<file path="config.mk">
export PLATFORM = sky130hd
export DESIGN_NAME = pct_back
export DESIGN_NICKNAME = d
export VERILOG_FILES = /design/src/hdl/pct_pkg.sv /design/src/hdl/pct_back.sv
export SDC_FILE = /design/constraint.sdc
export NUM_CORES = 2
export LEC_CHECK = 0
export BUFFER_PORTS_ARGS = -buffer_cell sky130_fd_sc_hd__buf_4
export CORE_AREA = 2 2 315 317
export CTS_CLUSTER_SIZE = 10
export DETAILED_ROUTE_END_ITERATION = 8
export DIE_AREA = 0 0 317 319
export PLACE_DENSITY_LB_ADDON = 0.12
export SLEW_MARGIN = 10
export SYNTH_ARGS = -nofsm -noshare
export SYNTH_HDL_FRONTEND = slang
export SYNTH_SLANG_ARGS = --single-unit
</file>
<file path="constraint.sdc">
create_clock -name clock -period 53.1 [get_ports clock]
set_input_delay 0 -clock clock [delete_from_list [all_inputs] [get_ports clock]]
set_output_delay 0 -clock clock [all_outputs]
set_load 0.01 [all_outputs]
</file>
<file path="src/hdl/pct_pkg.sv">
// Shared types, constants and helper functions for the pose calibration transform.
// Used by every module of the block; depends on nothing else.
package pct_pkg;

   localparam int CORDIC_STAGES = 16;
   localparam int IDX_W = 5;
   localparam int CW = 36;
   localparam int ZW = 28;
   localparam int AW = 30;

   localparam logic signed [ZW-1:0] ANG_PI = 28'sd52707179;
   localparam logic signed [AW-1:0] WRAP_PI = 30'sd52707179;
   localparam logic signed [AW-1:0] WRAP_TWO_PI = 30'sd105414358;
   localparam logic [29:0] MAG_GAIN = 30'd652032875;
   localparam logic signed [15:0] YAW_MAX = 16'sd25736;

   localparam logic signed [ZW-1:0] ATAN_TAB [32] = '{
      28'sd13176795, 28'sd7778716, 28'sd4110060, 28'sd2086331,
      28'sd1047214, 28'sd524117, 28'sd262123, 28'sd131069,
      28'sd65536, 28'sd32768, 28'sd16384, 28'sd8192,
      28'sd4096, 28'sd2048, 28'sd1024, 28'sd512,
      28'sd256, 28'sd128, 28'sd64, 28'sd32,
      28'sd16, 28'sd8, 28'sd4, 28'sd2,
      28'sd1, 28'sd0, 28'sd0, 28'sd0,
      28'sd0, 28'sd0, 28'sd0, 28'sd0
   };

   typedef enum logic [2:0] {
      CSR_CALIB_ENABLED  = 3'd0,
      CSR_ROT_00         = 3'd1,
      CSR_ROT_01         = 3'd2,
      CSR_ROT_10         = 3'd3,
      CSR_ROT_11         = 3'd4,
      CSR_SHIFT_X        = 3'd5,
      CSR_SHIFT_Y        = 3'd6,
      CSR_HEADING_OFFSET = 3'd7
   } csr_index_type;

   typedef struct packed {
      logic signed [31:0] pos_x;
      logic signed [31:0] pos_y;
      logic signed [31:0] pos_z;
      logic signed [15:0] quat_w;
      logic signed [15:0] quat_x;
      logic signed [15:0] quat_y;
      logic signed [15:0] quat_z;
      logic signed [31:0] vel_x;
      logic signed [31:0] vel_y;
      logic signed [31:0] vel_z;
      logic signed [31:0] turn_rate;
   } req_type;

   typedef struct packed {
      logic signed [31:0] out_x;
      logic signed [31:0] out_y;
      logic signed [31:0] out_z;
      logic signed [15:0] out_yaw;
      logic signed [31:0] out_vel_x;
      logic signed [31:0] out_vel_y;
      logic signed [31:0] out_vel_z;
      logic signed [31:0] out_turn_rate;
      logic [31:0]        speed;
   } rsp_type;

   typedef struct packed {
      logic               calib_enabled;
      logic signed [15:0] rot_00;
      logic signed [15:0] rot_01;
      logic signed [15:0] rot_10;
      logic signed [15:0] rot_11;
      logic signed [31:0] shift_x;
      logic signed [31:0] shift_y;
      logic signed [16:0] heading_offset;
   } cfg_type;

   // Data carried along the CORDIC cell chain: yaw and magnitude rotators side by
   // side, plus the already finished planar terms and the pass-through fields.
   typedef struct packed {
      logic               zero;
      logic signed [CW-1:0] yx;
      logic signed [CW-1:0] yy;
      logic signed [ZW-1:0] yz;
      logic signed [CW-1:0] mx;
      logic signed [CW-1:0] my;
      logic signed [31:0] ox;
      logic signed [31:0] oy;
      logic signed [31:0] ovx;
      logic signed [31:0] ovy;
      logic signed [31:0] pz;
      logic signed [31:0] vz;
      logic signed [31:0] tr;
   } cell_type;

   // Sum of two rotation products, rounded half up by 14 bits.
   function automatic logic signed [34:0] rot_term(input logic signed [47:0] a,
                                                   input logic signed [47:0] b);
      logic signed [48:0] s;
      logic signed [48:0] r;
      s = 49'(a) + 49'(b);
      r = (s + 49'sd8192) >>> 14;
      return r[34:0];
   endfunction

   function automatic logic signed [31:0] sat32(input logic signed [35:0] v);
      logic signed [31:0] r;
      if (v > 36'sd2147483647) begin
         r = 32'sh7FFFFFFF;
      end else if (v < -36'sd2147483648) begin
         r = 32'sh80000000;
      end else begin
         r = v[31:0];
      end
      return r;
   endfunction

endpackage

</file>
<file path="src/hdl/pct_back.sv">
// Back end: heading offset, wrap and rounding; magnitude gain in two partial
// products; result register. Depends on pct_pkg.
module pct_back import pct_pkg::*; (
   input  logic     clock,
   input  logic     reset,
   input  logic     v_in,
   input  cell_type d_in,
   input  cfg_type  cfg,
   output logic     hold_up,
   output logic     rsp_valid,
   input  logic     rsp_stall,
   output rsp_type  rsp_data
);

   logic               b1_v_ff;
   logic signed [15:0] b1_yaw_ff;
   logic [46:0]        b1_plo_ff, b1_phi_ff;
   cell_type           b1_d_ff;

   logic               rsp_valid_ff;
   rsp_type            rsp_data_ff;

   logic hold_b1, hold_b2;

   logic signed [AW-1:0] ang0, ang1, ang2, ang3, ang4, rnd;
   logic signed [15:0]   yaw_in;
   logic [64:0]          msum;
   logic [34:0]          mres;
   logic [31:0]          speed_in;

   assign hold_b2 = rsp_valid_ff && rsp_stall;
   assign hold_b1 = b1_v_ff && hold_b2;
   assign hold_up = hold_b1;

   always_comb begin
      ang0 = d_in.zero ? '0 : AW'(d_in.yz);
      if (cfg.calib_enabled) begin
         ang0 = ang0 + (AW'(cfg.heading_offset) <<< 11);
      end
      ang1 = (ang0 > WRAP_PI) ? ang0 - WRAP_TWO_PI : ang0;
      ang2 = (ang1 > WRAP_PI) ? ang1 - WRAP_TWO_PI : ang1;
      ang3 = (ang2 <= -WRAP_PI) ? ang2 + WRAP_TWO_PI : ang2;
      ang4 = (ang3 <= -WRAP_PI) ? ang3 + WRAP_TWO_PI : ang3;
      rnd  = (ang4 + AW'(1024)) >>> 11;
      if (rnd > AW'(YAW_MAX)) begin
         yaw_in = YAW_MAX;
      end else if (rnd < -AW'(YAW_MAX)) begin
         yaw_in = -YAW_MAX;
      end else begin
         yaw_in = rnd[15:0];
      end
   end

   always_ff @(posedge clock) begin
      if (reset) begin
         b1_v_ff      <= 1'b0;
         rsp_valid_ff <= 1'b0;
      end else begin
         if (!hold_b1) b1_v_ff <= v_in;
         if (!hold_b2) rsp_valid_ff <= b1_v_ff;
      end
   end

   // The magnitude is non-negative and below 2^34, so it splits into two
   // 17-bit halves for the gain multiply.
   always_ff @(posedge clock) begin
      if (!hold_b1 && v_in) begin
         b1_yaw_ff <= yaw_in;
         b1_plo_ff <= 47'(d_in.mx[16:0]) * 47'(MAG_GAIN);
         b1_phi_ff <= 47'(d_in.mx[33:17]) * 47'(MAG_GAIN);
         b1_d_ff   <= d_in;
      end
   end

   always_comb begin
      msum = {1'b0, b1_phi_ff, 17'd0} + 65'(b1_plo_ff) + 65'(1 << 29);
      mres = msum[64:30];
      speed_in = (mres > 35'h0FFFFFFFF) ? 32'hFFFFFFFF : mres[31:0];
   end

   always_ff @(posedge clock) begin
      if (!hold_b2 && b1_v_ff) begin
         rsp_data_ff.out_x         <= b1_d_ff.ox;
         rsp_data_ff.out_y         <= b1_d_ff.oy;
         rsp_data_ff.out_z         <= b1_d_ff.pz;
         rsp_data_ff.out_yaw       <= b1_yaw_ff;
         rsp_data_ff.out_vel_x     <= b1_d_ff.ovx;
         rsp_data_ff.out_vel_y     <= b1_d_ff.ovy;
         rsp_data_ff.out_vel_z     <= b1_d_ff.vz;
         rsp_data_ff.out_turn_rate <= b1_d_ff.tr;
         rsp_data_ff.speed         <= speed_in;
      end
   end

   assign rsp_valid = rsp_valid_ff;
   assign rsp_data  = rsp_data_ff;

   a_yaw_range: assert property (@(posedge clock) disable iff (reset)
      rsp_valid_ff |-> (rsp_data_ff.out_yaw <= YAW_MAX) && (rsp_data_ff.out_yaw >= -YAW_MAX))
      else $error("heading outside the wrapped range");

   a_b1_kept: assert property (@(posedge clock) disable iff (reset)
      hold_b1 |=> b1_v_ff && $stable(b1_yaw_ff))
      else $error("back stage lost an item while the output was stalled");

   a_out_kept: assert property (@(posedge clock) disable iff (reset)
      hold_b2 |=> rsp_valid_ff && $stable(rsp_data_ff))
      else $error("result register changed while stalled");

endmodule
</file>
# Word-level counts from Yosys, hierarchy flattened
# Index checks and enable logic that the tools add are counted.
[word_totals] reg_bits=608 in_bits=547 output_inout_bits=274 elab_cells=53
[op_classes] add_sub_neg=8 n_mul=2 magnitude_cmp=7 n_mux=7 reduce_logical=7
[ops] cell="$mux W30" n=6
[ops] cell="$mul A17 B30 Y47 const B" n=2
[ops] cell="$add A64 B47 Y65" n=1
[ops] cell="$add A65 B30 Y65 const B" n=1
[ops] cell="$add A30 B28 Y30 const B" n=2
[ops] cell="$gt A30 B27 Y1 const B" n=2
[ops] cell="$le A30 B27 Y1 const B" n=2
[ops] cell="$sub A30 B28 Y30 const B" n=2
[ops] cell="$gt A35 B32 Y1 const B" n=1
[ops] cell="$add A30 B12 Y30 const B" n=1
[ops] cell="$add A30 B28 Y30" n=1
[ops] cell="$gt A19 B16 Y1 const B" n=1
[ops] cell="$lt A19 B16 Y1 const B" n=1
[ops] cell="$mux W16" n=1
[ops] cell="$logic_and A1 B1 Y1" n=4
[ops] cell="$logic_not A1 Y1" n=2
[ops] cell="$reduce_or A2 Y1" n=1

# Logic depth before layout (Yosys ltp)
[depth] depth_word=14 depth_mapped=55 depth_no_buf=48

# Least setup slack after synthesis
# OpenSTA, ideal clock, no wires.
[synth_timing] path_type="reg-to-reg" start="register b1_v_ff" end="register rsp_data_ff, in the netlist rsp_data[0] (enable)" setup_ns=1.318 t_arrival_ns=19.854 required_time_ns=51.782 path_slack_ns=31.928 stages_incl_launch_ff=2 path_buffers=0 period_less_slack_ns=21.172 cell_sequence="dfxtp_1 -> a21boi_0"
[synth_between] elab_chain_len=1
[synth_lines] item="start: declaration" line="pct_back.sv:15" text="logic b1_v_ff;"
[synth_lines] item="start signal: assignment" line="pct_back.sv:59" text="if (!hold_b1) b1_v_ff <= v_in;"
[synth_lines] item="$logic_and A1 B1 Y1" line="pct_back.sv:82" text="if (!hold_b2 && b1_v_ff) begin"
[synth_lines] item="end: declaration" line="pct_back.sv:21" text="rsp_type rsp_data_ff;"
# No other way between the ends.
# A chain may end at the register's enable or synchronous reset.

# Worst setup path in the final report
[layout_timing] start="input port d_in[396] (netlist name)" end="register b1_yaw_ff[4] (data pin)"
[layout_between] elab_chain_len=14 word_cells_on_any_way=19 classes_between="6 x add/sub; 6 x order compare; 7 x mux"
[layout_lines] item="start: declaration" line="pct_back.sv:7" text="input cell_type d_in,"
[layout_lines] item="$mux W30 (*)" line="pct_back.sv:36" text="ang0 = d_in.zero ? '0 : AW'(d_in.yz);"
[layout_lines] item="$add A30 B28 Y30" line="pct_back.sv:38" text="ang0 = ang0 + (AW'(cfg.heading_offset) <<< 11);"
[layout_lines] item="$mux W30 (*)" line="pct_back.sv:37" text="if (cfg.calib_enabled) begin"
[layout_lines] item="$sub A30 B28 Y30 / $gt A30 B27 Y1 (equally long branches)" line="pct_back.sv:40" text="ang1 = (ang0 > WRAP_PI) ? ang0 - WRAP_TWO_PI : ang0;"
[layout_lines] item="$mux W30 (*)" line="pct_back.sv:40"
[layout_lines] item="$sub A30 B28 Y30 / $gt A30 B27 Y1 (equally long branches)" line="pct_back.sv:41" text="ang2 = (ang1 > WRAP_PI) ? ang1 - WRAP_TWO_PI : ang1;"
[layout_lines] item="$mux W30 (*)" line="pct_back.sv:41"
[layout_lines] item="$add A30 B28 Y30 / $le A30 B27 Y1 (equally long branches)" line="pct_back.sv:42" text="ang3 = (ang2 <= -WRAP_PI) ? ang2 + WRAP_TWO_PI : ang2;"
[layout_lines] item="$mux W30 (*)" line="pct_back.sv:42"
[layout_lines] item="$add A30 B28 Y30 / $le A30 B27 Y1 (equally long branches)" line="pct_back.sv:43" text="ang4 = (ang3 <= -WRAP_PI) ? ang3 + WRAP_TWO_PI : ang3;"
[layout_lines] item="$mux W30 (*)" line="pct_back.sv:43"
[layout_lines] item="$add A30 B12 Y30 (*)" line="pct_back.sv:44" text="rnd = (ang4 + AW'(1024)) >>> 11;"
[layout_lines] item="$lt A19 B16 Y1" line="pct_back.sv:47" text="end else if (rnd < -AW'(YAW_MAX)) begin"
[layout_lines] item="$mux W16" line="pct_back.sv:47"
[layout_lines] item="end signal: assignment" line="pct_back.sv:68" text="b1_yaw_ff <= yaw_in;"
[layout_lines] item="end: declaration" line="pct_back.sv:16" text="logic signed [15:0] b1_yaw_ff;"
# Mark *: on every way between the ends. The rest lies on a longest branch, timed or not.

==> run metrics <==
status complete, no violations; PwrDens 66.33 mW/mm²; Via-to-Cell Ratio 5.373; Yosys top cell by area edfxtp_1; Post-synth top flop edfxtp_1; Syn Nets 4884; initial antenna violation count 20; worst hold path class input port to register; P_leak 23.09 nW; post-CTS setup buffer count 0; Area Overhead vs Synth 24.18%; Mapped Cells 3525; Area contributors post-synth edfxtp_1 (41%), fa_1 (20%), ha_1 (11%), inv_1 (4.5%), xnor2_1 (2.8%); setup slack after layout 39.21 ns; most common cell after layout, fill and taps aside buf_4; drt wl/cell 24.23 µm; Fin Clk Skew 0.04107 ns; Slew @ Worst Pin 1.130 ns; final antenna-violating net count 0; Clk pin slew, worst setup/hold paths 0.05 ns; grt total ovfl 0; CP max stage delay 0.65 ns; share of layout cells above drive strength 1 17.89%; GR Util All Layers 27.46%; Starting Density 44.35%; Clock Latency Late Sink 0.65 ns; worst reg2reg path depth 37; Post-synth ARST share 0%; first-pass GRT wire length 203.9 mm; number of remaining DRC errors 0; reg2reg end rsp_data[14]$_SDFFCE_PN1P_; final hold viol count 0; vias in the first global route 31.44k; DP HPWL 112.1 mm; clk buf depth 3; Synth warnings 0; final setup fails 0; Worst Hold End b1_d_ff[79]$_DFFE_PP_; Seq/Total Area, Yosys 40.91%; post-route minimum period 13.89 ns; # nets final 5740; arrival time worst endpoint 14.25 ns; fmax 0.07197 GHz; pin count of the biggest net entering global routing 159; count of input and output buffers 582; Min-Delay Startpoint d_in[79]; Root Buffer clkbuf_16; routed wire length 138.2 mm; CORE AREA 0.09770 mm²; share of the synthesized area in the top cell type 40.82%; die width 317 µm; drt pass-1 iters 5; Post-synth EDFFs 589; Slew headroom 24.49%; hold depth 2; WS Path Type input port to register; setup_tns 0 ns; Die Area 0.1011 mm²; H-Tree Depth 3; Clock Sink Count 591; fin crit share 26.17%; unrepaired setup endpoints after global routing false; Critical Path End Type register; number of synthesized register bits 591; via count 30.64k; post-synthesis instance area 0.04333 mm²; Worst Path Required 53.45 ns; Crit-path slowest cell o21ai_1; crit-path most repeated cell buf_4; post-synthesis cell type count 113; most frequent cells in the layout buf_4 (605), edfxtp_1 (589), inv_1 (517); Die Y 319 µm; dpl ws 38.73 ns; Pins Over Slew Limit 0; TritonCTS clock tree built; Setup crit start kind input port; DR iter-0 viols 2168; Cell Rows 115; Critical Path Fanout Max 38; Ports 821; CTS Buf Count 73; Avg Cell Area, Syn 12.29 µm²; Final GP Congestion 0.9587; Peak VDD IR 0.00008951 V; FF-to-FF setup slack 44.52 ns; max-cap violations 0; Crit Reg-Reg Startpoint b1_plo_ff[19]$_DFFE_PP_
-- logic make-up after synthesis --
| kind of cell | share of synthesized area [%] |
|---|---|
| buf+inv | 5.139 |
| xor+xnor | 3.788 |
| mux | 0.5573 |
| fa+ha+maj | 30.87 |
| flops | 40.91 |
| compound gates | 10.08 |
| simple gates | 8.659 |
-- cell type report --
class / count / area (µm²)
Sequential cell: 591 / 17730
Tap cell: 1287 / 1610
Clock inverter: 17 / 319.1
Timing Repair Buffer: 840 / 6904
Multi-Input combinational cell: 2357 / 23420
Fill cell: 8468 / 43890
Clock buffer: 82 / 1861
Inverter: 518 / 1944
Antenna cell: 10 / 25.02
-- worst max-delay path, delay by kind of cell --
kind            cells  cell delay (ns)
compound gates     22             6.92
simple gates       16             3.95
buf+inv             6             1.39
fa+ha+maj           3             1.06
mux                 2             0.73
xor+xnor            1             0.17
-- Yosys cell counts, types with 21 or more instances --
library cell and instances:
o21ai_0 87, nor2_1 176, edfxtp_1 589, nand4_1 34
nand2b_1 32, nor2b_1 32, nand3_1 64, o21bai_1 26
clkbuf_1 29, a31oi_1 33, xnor2_1 138, inv_1 517
and3_1 22, nand2_1 124, a21o_1 49, fa_1 424
ha_1 388, o31ai_1 21, o21a_1 45, and2_1 28
nor3_1 86, o21ai_1 24, xor2_1 42, a21oi_1 122
-- report_power, final --
group	switching (W)	internal, W	total [W]
registers	0.0000235	0.000708	0.000732
logic	0.00135	0.00102	0.00237
clock network	0.000201	0.000271	0.000472
total	0.00157	0.00200	0.00357
-- sequential cells by signal, summed over array words and instances (netlist names) --
signal	count
b1_v_ff	1
b1_plo_ff	30
rsp_data	272
b1_yaw_ff	16
b1_d_ff	224
b1_phi_ff	47
rsp_valid	1
-- repair_timing --
item,4_1_cts,5_1_grt
hold buffers,234,0
endpoints found under the hold margin,268,0
gates resized for setup,0,0
-- worst max path at each step --
stage	end	start
floorplan	rsp_data[0]$_SDFFCE_PN1P_	b1_v_ff$_SDFFE_PP0N_
global placement	b1_yaw_ff[9]$_SDFFCE_PN0P_	d_in[396]
detailed placement	b1_yaw_ff[9]$_SDFFCE_PN0P_	d_in[396]
CTS	b1_yaw_ff[4]$_SDFFCE_PN0P_	d_in[396]
global route	b1_yaw_ff[4]$_SDFFCE_PN0P_	d_in[396]
finish	b1_yaw_ff[4]$_SDFFCE_PN0P_	d_in[396]
-- routing by layer --
layer	GRT usage, %	up-vias	wire length (µm)
li1	-	14204	-
met3	6.132	191	9770
met1	33.60	15247	54620
met5	0	-	98
met4	11.82	16	6612
met2	46.41	978	67050
-- per-stage QoR --
stage          power [W]  utilization (%)  hold WS [ns]  std cells  area, µm²
3_3_place_gp    0.003066            50.43        0.1781       5359      49270
2_1_floorplan   0.002498                -       0.07238       3525      43330
6_report        0.003569            55.08       0.08034       5702      53810
3_5_place_dp    0.003080            50.43        0.1793       5359      49270
5_1_grt         0.003943            55.07       0.05101       5699      53810
4_1_cts         0.003610            55.06       0.03225       5692      53790
No activity file was read; power rests on OpenSTA's default activity.
