==> src/hdl/pct_pkg.sv <==
// Shared types, constants and helper functions for the pose calibration transform.
// Used by every module of the block; depends on nothing else.
package pct_pkg;

   localparam int CORDIC_STAGES = 16;
   localparam int IDX_W = 5;
   localparam int CW = 36;
   localparam int ZW = 28;
   localparam int AW = 30;

   localparam logic signed [ZW-1:0] ANG_PI = 28'sd52707179;
   localparam logic signed [AW-1:0] WRAP_PI = 30'sd52707179;
   localparam logic signed [AW-1:0] WRAP_TWO_PI = 30'sd105414358;
   localparam logic [29:0] MAG_GAIN = 30'd652032875;
   localparam logic signed [15:0] YAW_MAX = 16'sd25736;

   localparam logic signed [ZW-1:0] ATAN_TAB [32] = '{
      28'sd13176795, 28'sd7778716, 28'sd4110060, 28'sd2086331,
      28'sd1047214, 28'sd524117, 28'sd262123, 28'sd131069,
      28'sd65536, 28'sd32768, 28'sd16384, 28'sd8192,
      28'sd4096, 28'sd2048, 28'sd1024, 28'sd512,
      28'sd256, 28'sd128, 28'sd64, 28'sd32,
      28'sd16, 28'sd8, 28'sd4, 28'sd2,
      28'sd1, 28'sd0, 28'sd0, 28'sd0,
      28'sd0, 28'sd0, 28'sd0, 28'sd0
   };

   typedef enum logic [2:0] {
      CSR_CALIB_ENABLED  = 3'd0,
      CSR_ROT_00         = 3'd1,
      CSR_ROT_01         = 3'd2,
      CSR_ROT_10         = 3'd3,
      CSR_ROT_11         = 3'd4,
      CSR_SHIFT_X        = 3'd5,
      CSR_SHIFT_Y        = 3'd6,
      CSR_HEADING_OFFSET = 3'd7
   } csr_index_type;

   typedef struct packed {
      logic signed [31:0] pos_x;
      logic signed [31:0] pos_y;
      logic signed [31:0] pos_z;
      logic signed [15:0] quat_w;
      logic signed [15:0] quat_x;
      logic signed [15:0] quat_y;
      logic signed [15:0] quat_z;
      logic signed [31:0] vel_x;
      logic signed [31:0] vel_y;
      logic signed [31:0] vel_z;
      logic signed [31:0] turn_rate;
   } req_type;

   typedef struct packed {
      logic signed [31:0] out_x;
      logic signed [31:0] out_y;
      logic signed [31:0] out_z;
      logic signed [15:0] out_yaw;
      logic signed [31:0] out_vel_x;
      logic signed [31:0] out_vel_y;
      logic signed [31:0] out_vel_z;
      logic signed [31:0] out_turn_rate;
      logic [31:0]        speed;
   } rsp_type;

   typedef struct packed {
      logic               calib_enabled;
      logic signed [15:0] rot_00;
      logic signed [15:0] rot_01;
      logic signed [15:0] rot_10;
      logic signed [15:0] rot_11;
      logic signed [31:0] shift_x;
      logic signed [31:0] shift_y;
      logic signed [16:0] heading_offset;
   } cfg_type;

   // Data carried along the CORDIC cell chain: yaw and magnitude rotators side by
   // side, plus the already finished planar terms and the pass-through fields.
   typedef struct packed {
      logic               zero;
      logic signed [CW-1:0] yx;
      logic signed [CW-1:0] yy;
      logic signed [ZW-1:0] yz;
      logic signed [CW-1:0] mx;
      logic signed [CW-1:0] my;
      logic signed [31:0] ox;
      logic signed [31:0] oy;
      logic signed [31:0] ovx;
      logic signed [31:0] ovy;
      logic signed [31:0] pz;
      logic signed [31:0] vz;
      logic signed [31:0] tr;
   } cell_type;

   // Sum of two rotation products, rounded half up by 14 bits.
   function automatic logic signed [34:0] rot_term(input logic signed [47:0] a,
                                                   input logic signed [47:0] b);
      logic signed [48:0] s;
      logic signed [48:0] r;
      s = 49'(a) + 49'(b);
      r = (s + 49'sd8192) >>> 14;
      return r[34:0];
   endfunction

   function automatic logic signed [31:0] sat32(input logic signed [35:0] v);
      logic signed [31:0] r;
      if (v > 36'sd2147483647) begin
         r = 32'sh7FFFFFFF;
      end else if (v < -36'sd2147483648) begin
         r = 32'sh80000000;
      end else begin
         r = v[31:0];
      end
      return r;
   endfunction

endpackage

==> src/hdl/pct_cell.sv <==
// One CORDIC vectoring cell: a single iteration of the yaw and magnitude rotators.
// Depends on pct_pkg.
module pct_cell import pct_pkg::*; (
   input  logic             clock,
   input  logic             reset,
   input  logic [IDX_W-1:0] stage_idx,
   input  logic             v_in,
   input  cell_type         d_in,
   output logic             hold_up,
   output logic             v_out,
   output cell_type         d_out,
   input  logic             hold_dn
);

   logic     v_ff;
   cell_type d_ff;
   cell_type d_next;

   assign hold_up = v_ff && hold_dn;

   always_comb begin
      d_next = d_in;
      if (d_in.yy >= 0) begin
         d_next.yx = d_in.yx + (d_in.yy >>> stage_idx);
         d_next.yy = d_in.yy - (d_in.yx >>> stage_idx);
         d_next.yz = d_in.yz + ATAN_TAB[stage_idx];
      end else begin
         d_next.yx = d_in.yx - (d_in.yy >>> stage_idx);
         d_next.yy = d_in.yy + (d_in.yx >>> stage_idx);
         d_next.yz = d_in.yz - ATAN_TAB[stage_idx];
      end
      if (d_in.my >= 0) begin
         d_next.mx = d_in.mx + (d_in.my >>> stage_idx);
         d_next.my = d_in.my - (d_in.mx >>> stage_idx);
      end else begin
         d_next.mx = d_in.mx - (d_in.my >>> stage_idx);
         d_next.my = d_in.my + (d_in.mx >>> stage_idx);
      end
   end

   always_ff @(posedge clock) begin
      if (reset) begin
         v_ff <= 1'b0;
      end else if (!hold_up) begin
         v_ff <= v_in;
      end
   end

   always_ff @(posedge clock) begin
      if (!hold_up && v_in) begin
         d_ff <= d_next;
      end
   end

   assign v_out = v_ff;
   assign d_out = d_ff;

endmodule

==> config.mk <==
export PLATFORM = sky130hd
export DESIGN_NAME = pct_cell
export DESIGN_NICKNAME = d
export VERILOG_FILES = /design/src/hdl/pct_pkg.sv /design/src/hdl/pct_cell.sv
export SDC_FILE = /design/constraint.sdc
export NUM_CORES = 1
export LEC_CHECK = 0
export ABC_AREA = 1
export ABC_CLOCK_PERIOD_IN_PS = 25600
export BUFFER_PORTS_ARGS = -buffer_cell sky130_fd_sc_hd__buf_2
export CORE_AREA = 2 2 317 319
export DETAILED_ROUTE_END_ITERATION = 6
export DIE_AREA = 0 0 319 321
export HOLD_SLACK_MARGIN = 0.05
export SETUP_SLACK_MARGIN = 0.4
export SLEW_MARGIN = 20
export SYNTH_ARGS = -nofsm -noshare
export SYNTH_HDL_FRONTEND = slang
export SYNTH_SLANG_ARGS = --single-unit
==> constraint.sdc <==
create_clock -name clock -period 25.6 [get_ports clock]
set_input_delay 3.84 -clock clock [delete_from_list [all_inputs] [get_ports clock]]
set_output_delay 3.84 -clock clock [all_outputs]
set_load 0.01 [all_outputs]
# Word-level counts from Yosys, hierarchy flattened
# Memory sizes are Yosys's and may differ from the RTL's.
# Index checks and enable logic that the tools add are counted.
# word_totals
out_inout_bits	399
register_bits	398
n_memories	1
rom_bits	896
# mem_list
name	depth	word_bits	read_ports	rd_ports_with_merged_regs	wr	line_no	rtl
(name not given)	32	28	1	0	0	pct_cell.sv:30	d_next.yz = d_in.yz - ATAN_TAB[stage_idx];
# op_classes
n_shift	4
n_addsub	10
n_mux	4
bitwise	1
reduce_logical	3
magnitude_cmp	3
# ops
operator	count
$add 36x36->36	4
$sshr 36x5->36	4
$sub 36x36->36	4
$mux 100	1
$ge 36x1->1 const B	2
$mux 72	1
$mux 28	2
$add 28x28->28	1
$sub 28x28->28	1
$ge 6x6->1 const B	1
$not 5->6	1
$logic_and 1x1->1	2
$logic_not 1->1	1

# Longest topological paths before layout
# Gate-level depths: netlist (run 1).
# depth
ltp_word	6
mapped_depth	35

# Worst setup path after synthesis (run 1)
# OpenSTA, ideal clock, no wires.
# synth_timing
path_kind	input to register
from	in hold_dn
to	reg d_ff (netlist bit d_out[0]), enable pin
stages	3
path_buffers	0
slack_ns	4.016
arrival_ns	20.420
path_cell_list	nand2_1 inv_1 nor2_1
# synth_via
elab_chain_len	3
# synth_rtl
element	line_no	rtl
start, declared	pct_cell.sv:12	input logic hold_dn
$logic_and 1x1->1	pct_cell.sv:19	assign hold_up = v_ff && hold_dn;
net hold_up	pct_cell.sv:9	output logic hold_up,
$logic_not 1->1	pct_cell.sv:50	if (!hold_up && v_in) begin
$logic_and 1x1->1	pct_cell.sv:50	
end signal, assigned	pct_cell.sv:51	d_ff <= d_next;
end, declared	pct_cell.sv:16	cell_type d_ff;
# The timed path passes the listed nets, and every way through them passes these cells.
# A chain may end at the register's enable or synchronous reset.

==> impl_metrics.py, run 1 <==
metrics = {
    "run_status": {
        "status": "finished, final reports clean",
    },
    "timing": {
        "period_minus_slack_ns": 9.54,
        "grt_setup_unrepaired": "no",
        "worst_pin_slew_ns": 1.08,
        "slew_headroom_pct": 27.7,
        "fin_skew_ns": 0.0169,
        "hold_viol_final": 0,
        "maxSlewViolCount": 0,
        "post-route-period-util_pct": 37.3,
        "tns_ns": 0,
        "fmax_mhz": 105,
        "setup_viol": 0,
    },
    "global_routing": {
        "grt_pass1_wl_mm": 224,
        "antenna_found_initial": 27,
        "grt_pass1_vias": 33585,
        "use_met3_pct": 5.76,
        "grt_overflow": 0,
        "grt_max_degree": 167,
        "top_usage_layer": "met2",
        "use_met1_pct": 38.7,
        "grt_util_all_layers_pct": 29.4,
        "met2_usage_pct": 48.1,
    },
    "die": {
        "fp-row-count": 116,
        "die_area_um2": 102000,
        "ios": 805,
        "fp.dieH_um": 321,
        "core_um2": 99300,
        "fp.dieW_um": 319,
        "start_util_pct": 34.6,
    },
    "synthesis": {
        "synth_top_family_by_area": "simple AND/OR/NAND/NOR gates",
        "synth-compound-area-share_pct": 9.85,
        "yosys.area.top_type": "edfxtp_1",
        "synth_edf_count": 397,
        "async_flop_share_pct": 0,
        "ys_ff_latch": 398,
        "synth.area.mux_share_pct": 0,
        "synth.top_cell.area_share_pct": 34.7,
        "synth_fa_ha_area_share_pct": 6.81,
        "synth_cells": 4787,
        "synth.net_count": 5377,
        "ys_seq_area_share_pct": 34.8,
        "netlist_area_um2": 34300,
        "synth.avg_cell_area_um2": 7.17,
        "yosys.area_share.simple_pct": 35.0,
        "netlist_top_cells_area": "edfxtp_1 35%, nand2_1 17%, nand3_1 11%",
        "synth_xor_area_share_pct": 6.66,
        "synth_warnings": 0,
        "ys_types": 55,
        "synth_ff_type": "edfxtp_1",
    },
    "critical_path": {
        "reg2reg_depth": 6,
        "required_ns": 25.99,
        "cp_max_fo": 66,
        "crit_top_cell": "nand2_1",
        "worst_ep_arrival_time_ns": 9.93,
        "worstSetupEndpointType": "flip-flop",
        "worst-setup-path-type": "primary input to flip-flop",
        "slowest_stage": "nor2_2",
        "cpPeakStageDelay_ns": 0.79,
        "start_kind": "primary input",
    },
    "clock_tree": {
        "cts.sinks": 398,
        "cts-root-buf": "clkbuf_16",
        "cts_resized": 0,
        "postCtsSetupBuffers": 0,
        "cts.clk_slew.worst_paths_ns": 0.06,
        "ctsHoldBuffers": 0,
        "clock_path_buffers": 3,
        "cts_tree": "built",
        "insertion_delay_ns": 0.64,
        "cts_max_level": 2,
        "numCtsBuffers": 48,
    },
    "final_layout": {
        "multi_input_area_um2": 20100,
        "drive_gt1_share_pct": 18.6,
        "area_delta_synth_final_pct": 19.6,
        "regArea_um2": 11900,
        "fin_nets": 6088,
        "stdcell_count": 6846,
        "nFillCells": 10474,
    },
    "route": {
        "drc": 0,
        "ant_nets": 0,
        "drt_iter0_markers": 4026,
        "wl_mm": 159,
        "drt_first_pass_iters": 6,
        "avgViaCountPerCell": 5.38,
        "wl_per_cell_um": 23.2,
        "route.vias.total": 36844,
    },
    "power": {
        "irDropWorstVdd_mv": 0.0448,
        "powerDensity_nw_per_um2": 65.5,
        "seq_power_share_pct": 32.5,
        "p_int_mw": 1.64,
        "netSwitchingFraction_pct": 39.1,
        "leakage_nw": 19.9,
        "combPwrFrac_pct": 40.0,
        "switching_power_mw": 1.05,
        "p_clk_share_pct": 27.5,
    },
    "job": {
        "maxCapViolations": 0,
    },
    "placement": {
        "placedCellCount": 6746,
        "gp_congestion": 0.987,
        "port-buffer-count": 804,
        "dp_hpwl_mm": 130,
    },
    "worst_hold_path": {
        "min_path_cells": 2,
        "hp-class": "flip-flop to flip-flop",
    },
}
-- power groups by stage --
stage	sequential (mW)	combinational [mW]	clock [mW]
final	0.874	1.07	0.741
after global placement	0.886	1.06	0
after detailed placement	0.885	1.06	0
after global routing	0.881	1.17	0.781
after floorplan	0.951	0.627	0
after CTS	0.874	1.06	0.757
-- area by class of cell --
| cell class | count | share of cell area [%] |
|---|---|---|
| multi-input combinational | 3819 | 48.8 |
| sequential | 398 | 29.1 |
| timing repair buffer | 827 | 10.3 |
| tap | 1298 | 3.95 |
| inverter | 404 | 3.71 |
| clock buffer | 52 | 3.01 |
| clock inverter | 37 | 1.11 |
| antenna | 11 | 0.0670 |
-- kinds of logic after synthesis --
| kind of cell | count (synthesis) |
|---|---|
| flip-flops | 398 |
| AND/OR/NAND/NOR | 2811 |
| adder cells (fa/ha/maj) | 184 |
| buffers and inverters | 570 |
| AO/OA/AOI/OAI | 563 |
| XOR/XNOR | 261 |
-- cell usage in the layout (no fill, tap or decap), drive strengths merged, types with 3 or more instances in the layout --
master and n:
a21boi 10, a21o 33, a21oi 221, a221oi 9, a31o 3, a31oi 59, buf 827, bufinv 9
clkbuf 52, clkinv 27, clkinvlp 4, diode 11, edfxtp 397, fa 5, ha 179, inv 401
nand2 1576, nand3 789, nand3b 15, nand4 48, nor2 347, nor3 19, nor4 12, o211ai 16
o21a 6, o21ai 167, o21bai 10, o221ai 7, o22ai 6, o31ai 10, xnor2 71, xor2 190
-- metal layers --
| metal | up-vias | wire length [um] | part of all wire [%] |
|---|---|---|---|
| met4 | 26 | 5990 | 3.8 |
| met5 | - | 165 | 0.10 |
| met3 | 237 | 12900 | 8.1 |
| li1 | 17625 | - | - |
| met2 | 1618 | 73100 | 46 |
| met1 | 17338 | 66400 | 42 |
-- cells in the mapped netlist (33+ instances only) --
| master | instances |
|---|---|
| nand2_1 | 1556 |
| nand3_1 | 783 |
| edfxtp_1 | 397 |
| inv_1 | 375 |
| nor2_1 | 318 |
| a21oi_1 | 203 |
| xor2_1 | 190 |
| ha_1 | 179 |
| o21ai_0 | 135 |
| buf_2 | 72 |
| xnor2_1 | 71 |
| a31oi_1 | 59 |
| nand4_1 | 48 |
| clkbuf_1 | 36 |
| a21o_1 | 33 |
| buf_1 | 33 |
-- registers in the layout (all words and copies together) (netlist names) --
signal	cells
d_out	397
v_out	1
-- stage by stage --
| stage | total power [mW] | instance area [um^2] | setup WS [ns] | hold slack, ns | util (%) |
|---|---|---|---|---|---|
| 2_1_floorplan | 1.58 | 34300 | 4.02 | 0.492 | - |
| 3_3_place_gp | 1.95 | 39400 | 15.50 | 0.463 | 39.6 |
| 6_report | 2.69 | 41100 | 16.06 | 0.479 | 41.4 |
| 3_5_place_dp | 1.94 | 39400 | 15.52 | 0.475 | 39.6 |
| 4_1_cts | 2.70 | 41100 | 16.20 | 0.485 | 41.4 |
| 5_1_grt | 2.83 | 41100 | 15.65 | 0.518 | 41.4 |
-- worst paths after layout --
kind | slack, ns | endpoint | start
hold / removal | 0.48 | v_out | v_out
hold reg to reg | 0.48 | v_out | v_out
setup / recovery | 16.06 | d_out[355] | stage_idx[1]
setup reg to reg | 21.61 | d_out[159] | v_out
-- critical path, delay by kind of cell --
family / cells / cell delay, ns
compound gates: 8 / 1.89
buf+inv: 6 / 1.71
fa+ha+maj: 2 / 0.52
xor+xnor: 2 / 0.33
simple gates: 8 / 1.55
Note: power is estimated with default switching activity, not from simulation.
==> inputs of run 2 (changes only) <==
Settings changed: ABC_CLOCK_PERIOD_IN_PS 25600 to 9300.
Clock period 25.6 ns to 9.3 ns, I/O delays scaled along.
==> impl_metrics.py, run 2 (synthesized netlist as in run 1, its figures left out) <==
metrics = {
    "critical_path": {
        "worst_ep_arrival_time_ns": 7.15,
        "crit_family": "compound AO/OA/AOI/OAI gates",
        "worst-setup-path-type": "primary input to flip-flop",
        "rr_startpoint": "v_out",
        "r2r_setup_slack_ns": 6.71,
        "worstSetupEndpointType": "flip-flop",
        "cp_max_fo": 67,
        "r2r_end": "d_out[185]",
        "slowest_stage": "nor2_2",
        "start_kind": "primary input",
        "path_cells": "buf_4 > inv_4 > nor2_2 > nand2_1 > o21ai_0 > o21ai_0 > nand2_1 > inv_1 > nand2_1 > inv_1 > ha_1 > nor2_1 > xnor2_1 > ha_1 > a21oi_1 > nand2_1 > a21oi_1 > o21ai_0 > a21boi_0 > o21bai_1 > a21oi_1 > o21ai_0 > xor2_1",
        "cpPeakStageDelay_ns": 0.77,
        "reg2reg_depth": 5,
        "required_ns": 9.68,
        "cp_num_buf_inv": 4,
    },
    "worst_hold_path": {
        "holdCritStartpoint": "v_out",
        "whs_endpoint": "v_out",
        "min_path_cells": 2,
        "hp-class": "flip-flop to flip-flop",
    },
    "timing": {
        "fin_skew_ns": 0.0184,
        "maxSlewViolCount": 0,
        "fmax_mhz": 148,
        "hold_viol_final": 0,
        "period_minus_slack_ns": 6.77,
        "setup_viol": 0,
        "worst_pin_slew_ns": 1.01,
        "tns_ns": 0,
        "post-route-period-util_pct": 72.8,
        "grt_setup_unrepaired": "no",
        "slew_headroom_pct": 32.5,
        "fin_ws_ns": 2.53,
    },
    "die": {
        "die_area_um2": 102000,
        "fp-row-count": 116,
        "ios": 805,
        "core_um2": 99300,
        "fp.dieW_um": 319,
        "start_util_pct": 34.6,
        "fp.dieH_um": 321,
    },
    "placement": {
        "dp_hpwl_mm": 131,
        "port-buffer-count": 804,
        "place_area_um2": 39400,
        "placedCellCount": 6750,
        "gp_congestion": 1.02,
        "pre_cts_ws_ns": 2.06,
    },
    "final_layout": {
        "fin_nets": 6092,
        "area_delta_synth_final_pct": 19.7,
        "stdcell_count": 6854,
        "largest_reg_flops": 397,
        "final_common_cell": "nand2_1",
        "final_area_um2": 41100,
        "drive_gt1_share_pct": 18.7,
        "final_cell_mix": "1,556 x nand2_1, 799 x buf_2, 783 x nand3_1, 397 x edfxtp_1, 373 x inv_1",
    },
    "power": {
        "netSwitchingFraction_pct": 39.5,
        "total_power_mw": 7.38,
        "seq_power_share_pct": 32.6,
        "combPwrFrac_pct": 40.2,
        "p_clk_share_pct": 27.2,
        "irDropWorstVdd_mv": 0.128,
        "leakage_nw": 19.9,
        "switching_power_mw": 2.91,
        "p_int_mw": 4.46,
        "powerDensity_nw_per_um2": 179,
    },
    "clock_tree": {
        "numCtsBuffers": 48,
        "cts_max_level": 2,
        "cts.clk_slew.worst_paths_ns": 0.06,
        "cts_tree": "built",
        "insertion_delay_ns": 0.63,
        "clock_path_buffers": 3,
        "cts_resized": 0,
        "ctsHoldBuffers": 0,
        "cts-root-buf": "clkbuf_16",
        "cts.sinks": 398,
        "postCtsSetupBuffers": 0,
    },
    "route": {
        "avgViaCountPerCell": 5.42,
        "route.vias.total": 37136,
        "ant_nets": 0,
        "drt_iter0_markers": 4099,
        "wl_per_cell_um": 23.1,
        "drt_first_pass_iters": 6,
        "wl_mm": 159,
        "drc": 0,
    },
    "global_routing": {
        "grt_pass1_vias": 33973,
        "grt_util_all_layers_pct": 29.6,
        "grt_pass1_wl_mm": 226,
        "grt_overflow": 0,
        "grt_max_degree": 152,
        "antenna_found_initial": 33,
    },
    "job": {
        "maxCapViolations": 0,
    },
    "run_status": {
        "status": "finished, final reports clean",
    },
}
==> run 2: area by class of cell <==
type,count,area [um^2]
fillers,10582,58100
multi-input cells,3819,20100
flip-flops and latches,398,11900
repair buffers,831,4290
well taps,1298,1620
inverters,404,1520
clock buffers,55,1250
clock inverters,34,412
diodes,15,37.5
==> run 2: worst max path at each step <==
stage                            start         end  cells past startpoint
after CTS                 stage_idx[1]  d_out[355]                     23
after detailed placement  stage_idx[1]  d_out[355]                     23
after global placement    stage_idx[1]  d_out[355]                     23
after floorplan                hold_dn    d_out[0]                      3
after global routing      stage_idx[1]  d_out[355]                     23
final                     stage_idx[1]  d_out[355]                     23
==> run 2: worst register-to-register path: stages, from the launching register on <==
cell	delay [ns]
dfxtp_1	0.31
nand2_1	0.07
inv_1	0.07
nor2_4	0.51
buf_12	0.41
buf_4	0.77
==> run 2: power by group through the flow <==
stage / logic [mW] / clock network, mW / registers [mW]
after global placement: 2.94 / 0 / 2.44
after global routing: 3.23 / 2.11 / 2.42
after floorplan: 1.73 / 0 / 2.57
after detailed placement: 2.92 / 0 / 2.44
final: 2.97 / 2.00 / 2.41
after CTS: 2.94 / 2.05 / 2.41
==> run 2: routing by layer <==
layer / vias to the layer above / GRT usage, % / wire length (um)
met5: - / 0 / 165
met4: 28 / 11.9 / 7390
met3: 324 / 6.06 / 13000
met2: 1759 / 48.0 / 72000
met1: 17382 / 38.5 / 66100
li1: 17643 / - / -
==> run 2: per-stage QoR <==
stage                     hold slack [ns]  utilization, %
after detailed placement            0.463            39.7
after CTS                           0.473            41.4
final                               0.473            41.4
after floorplan                     0.492               -
after global placement              0.467            39.7
after global routing                0.541            41.4
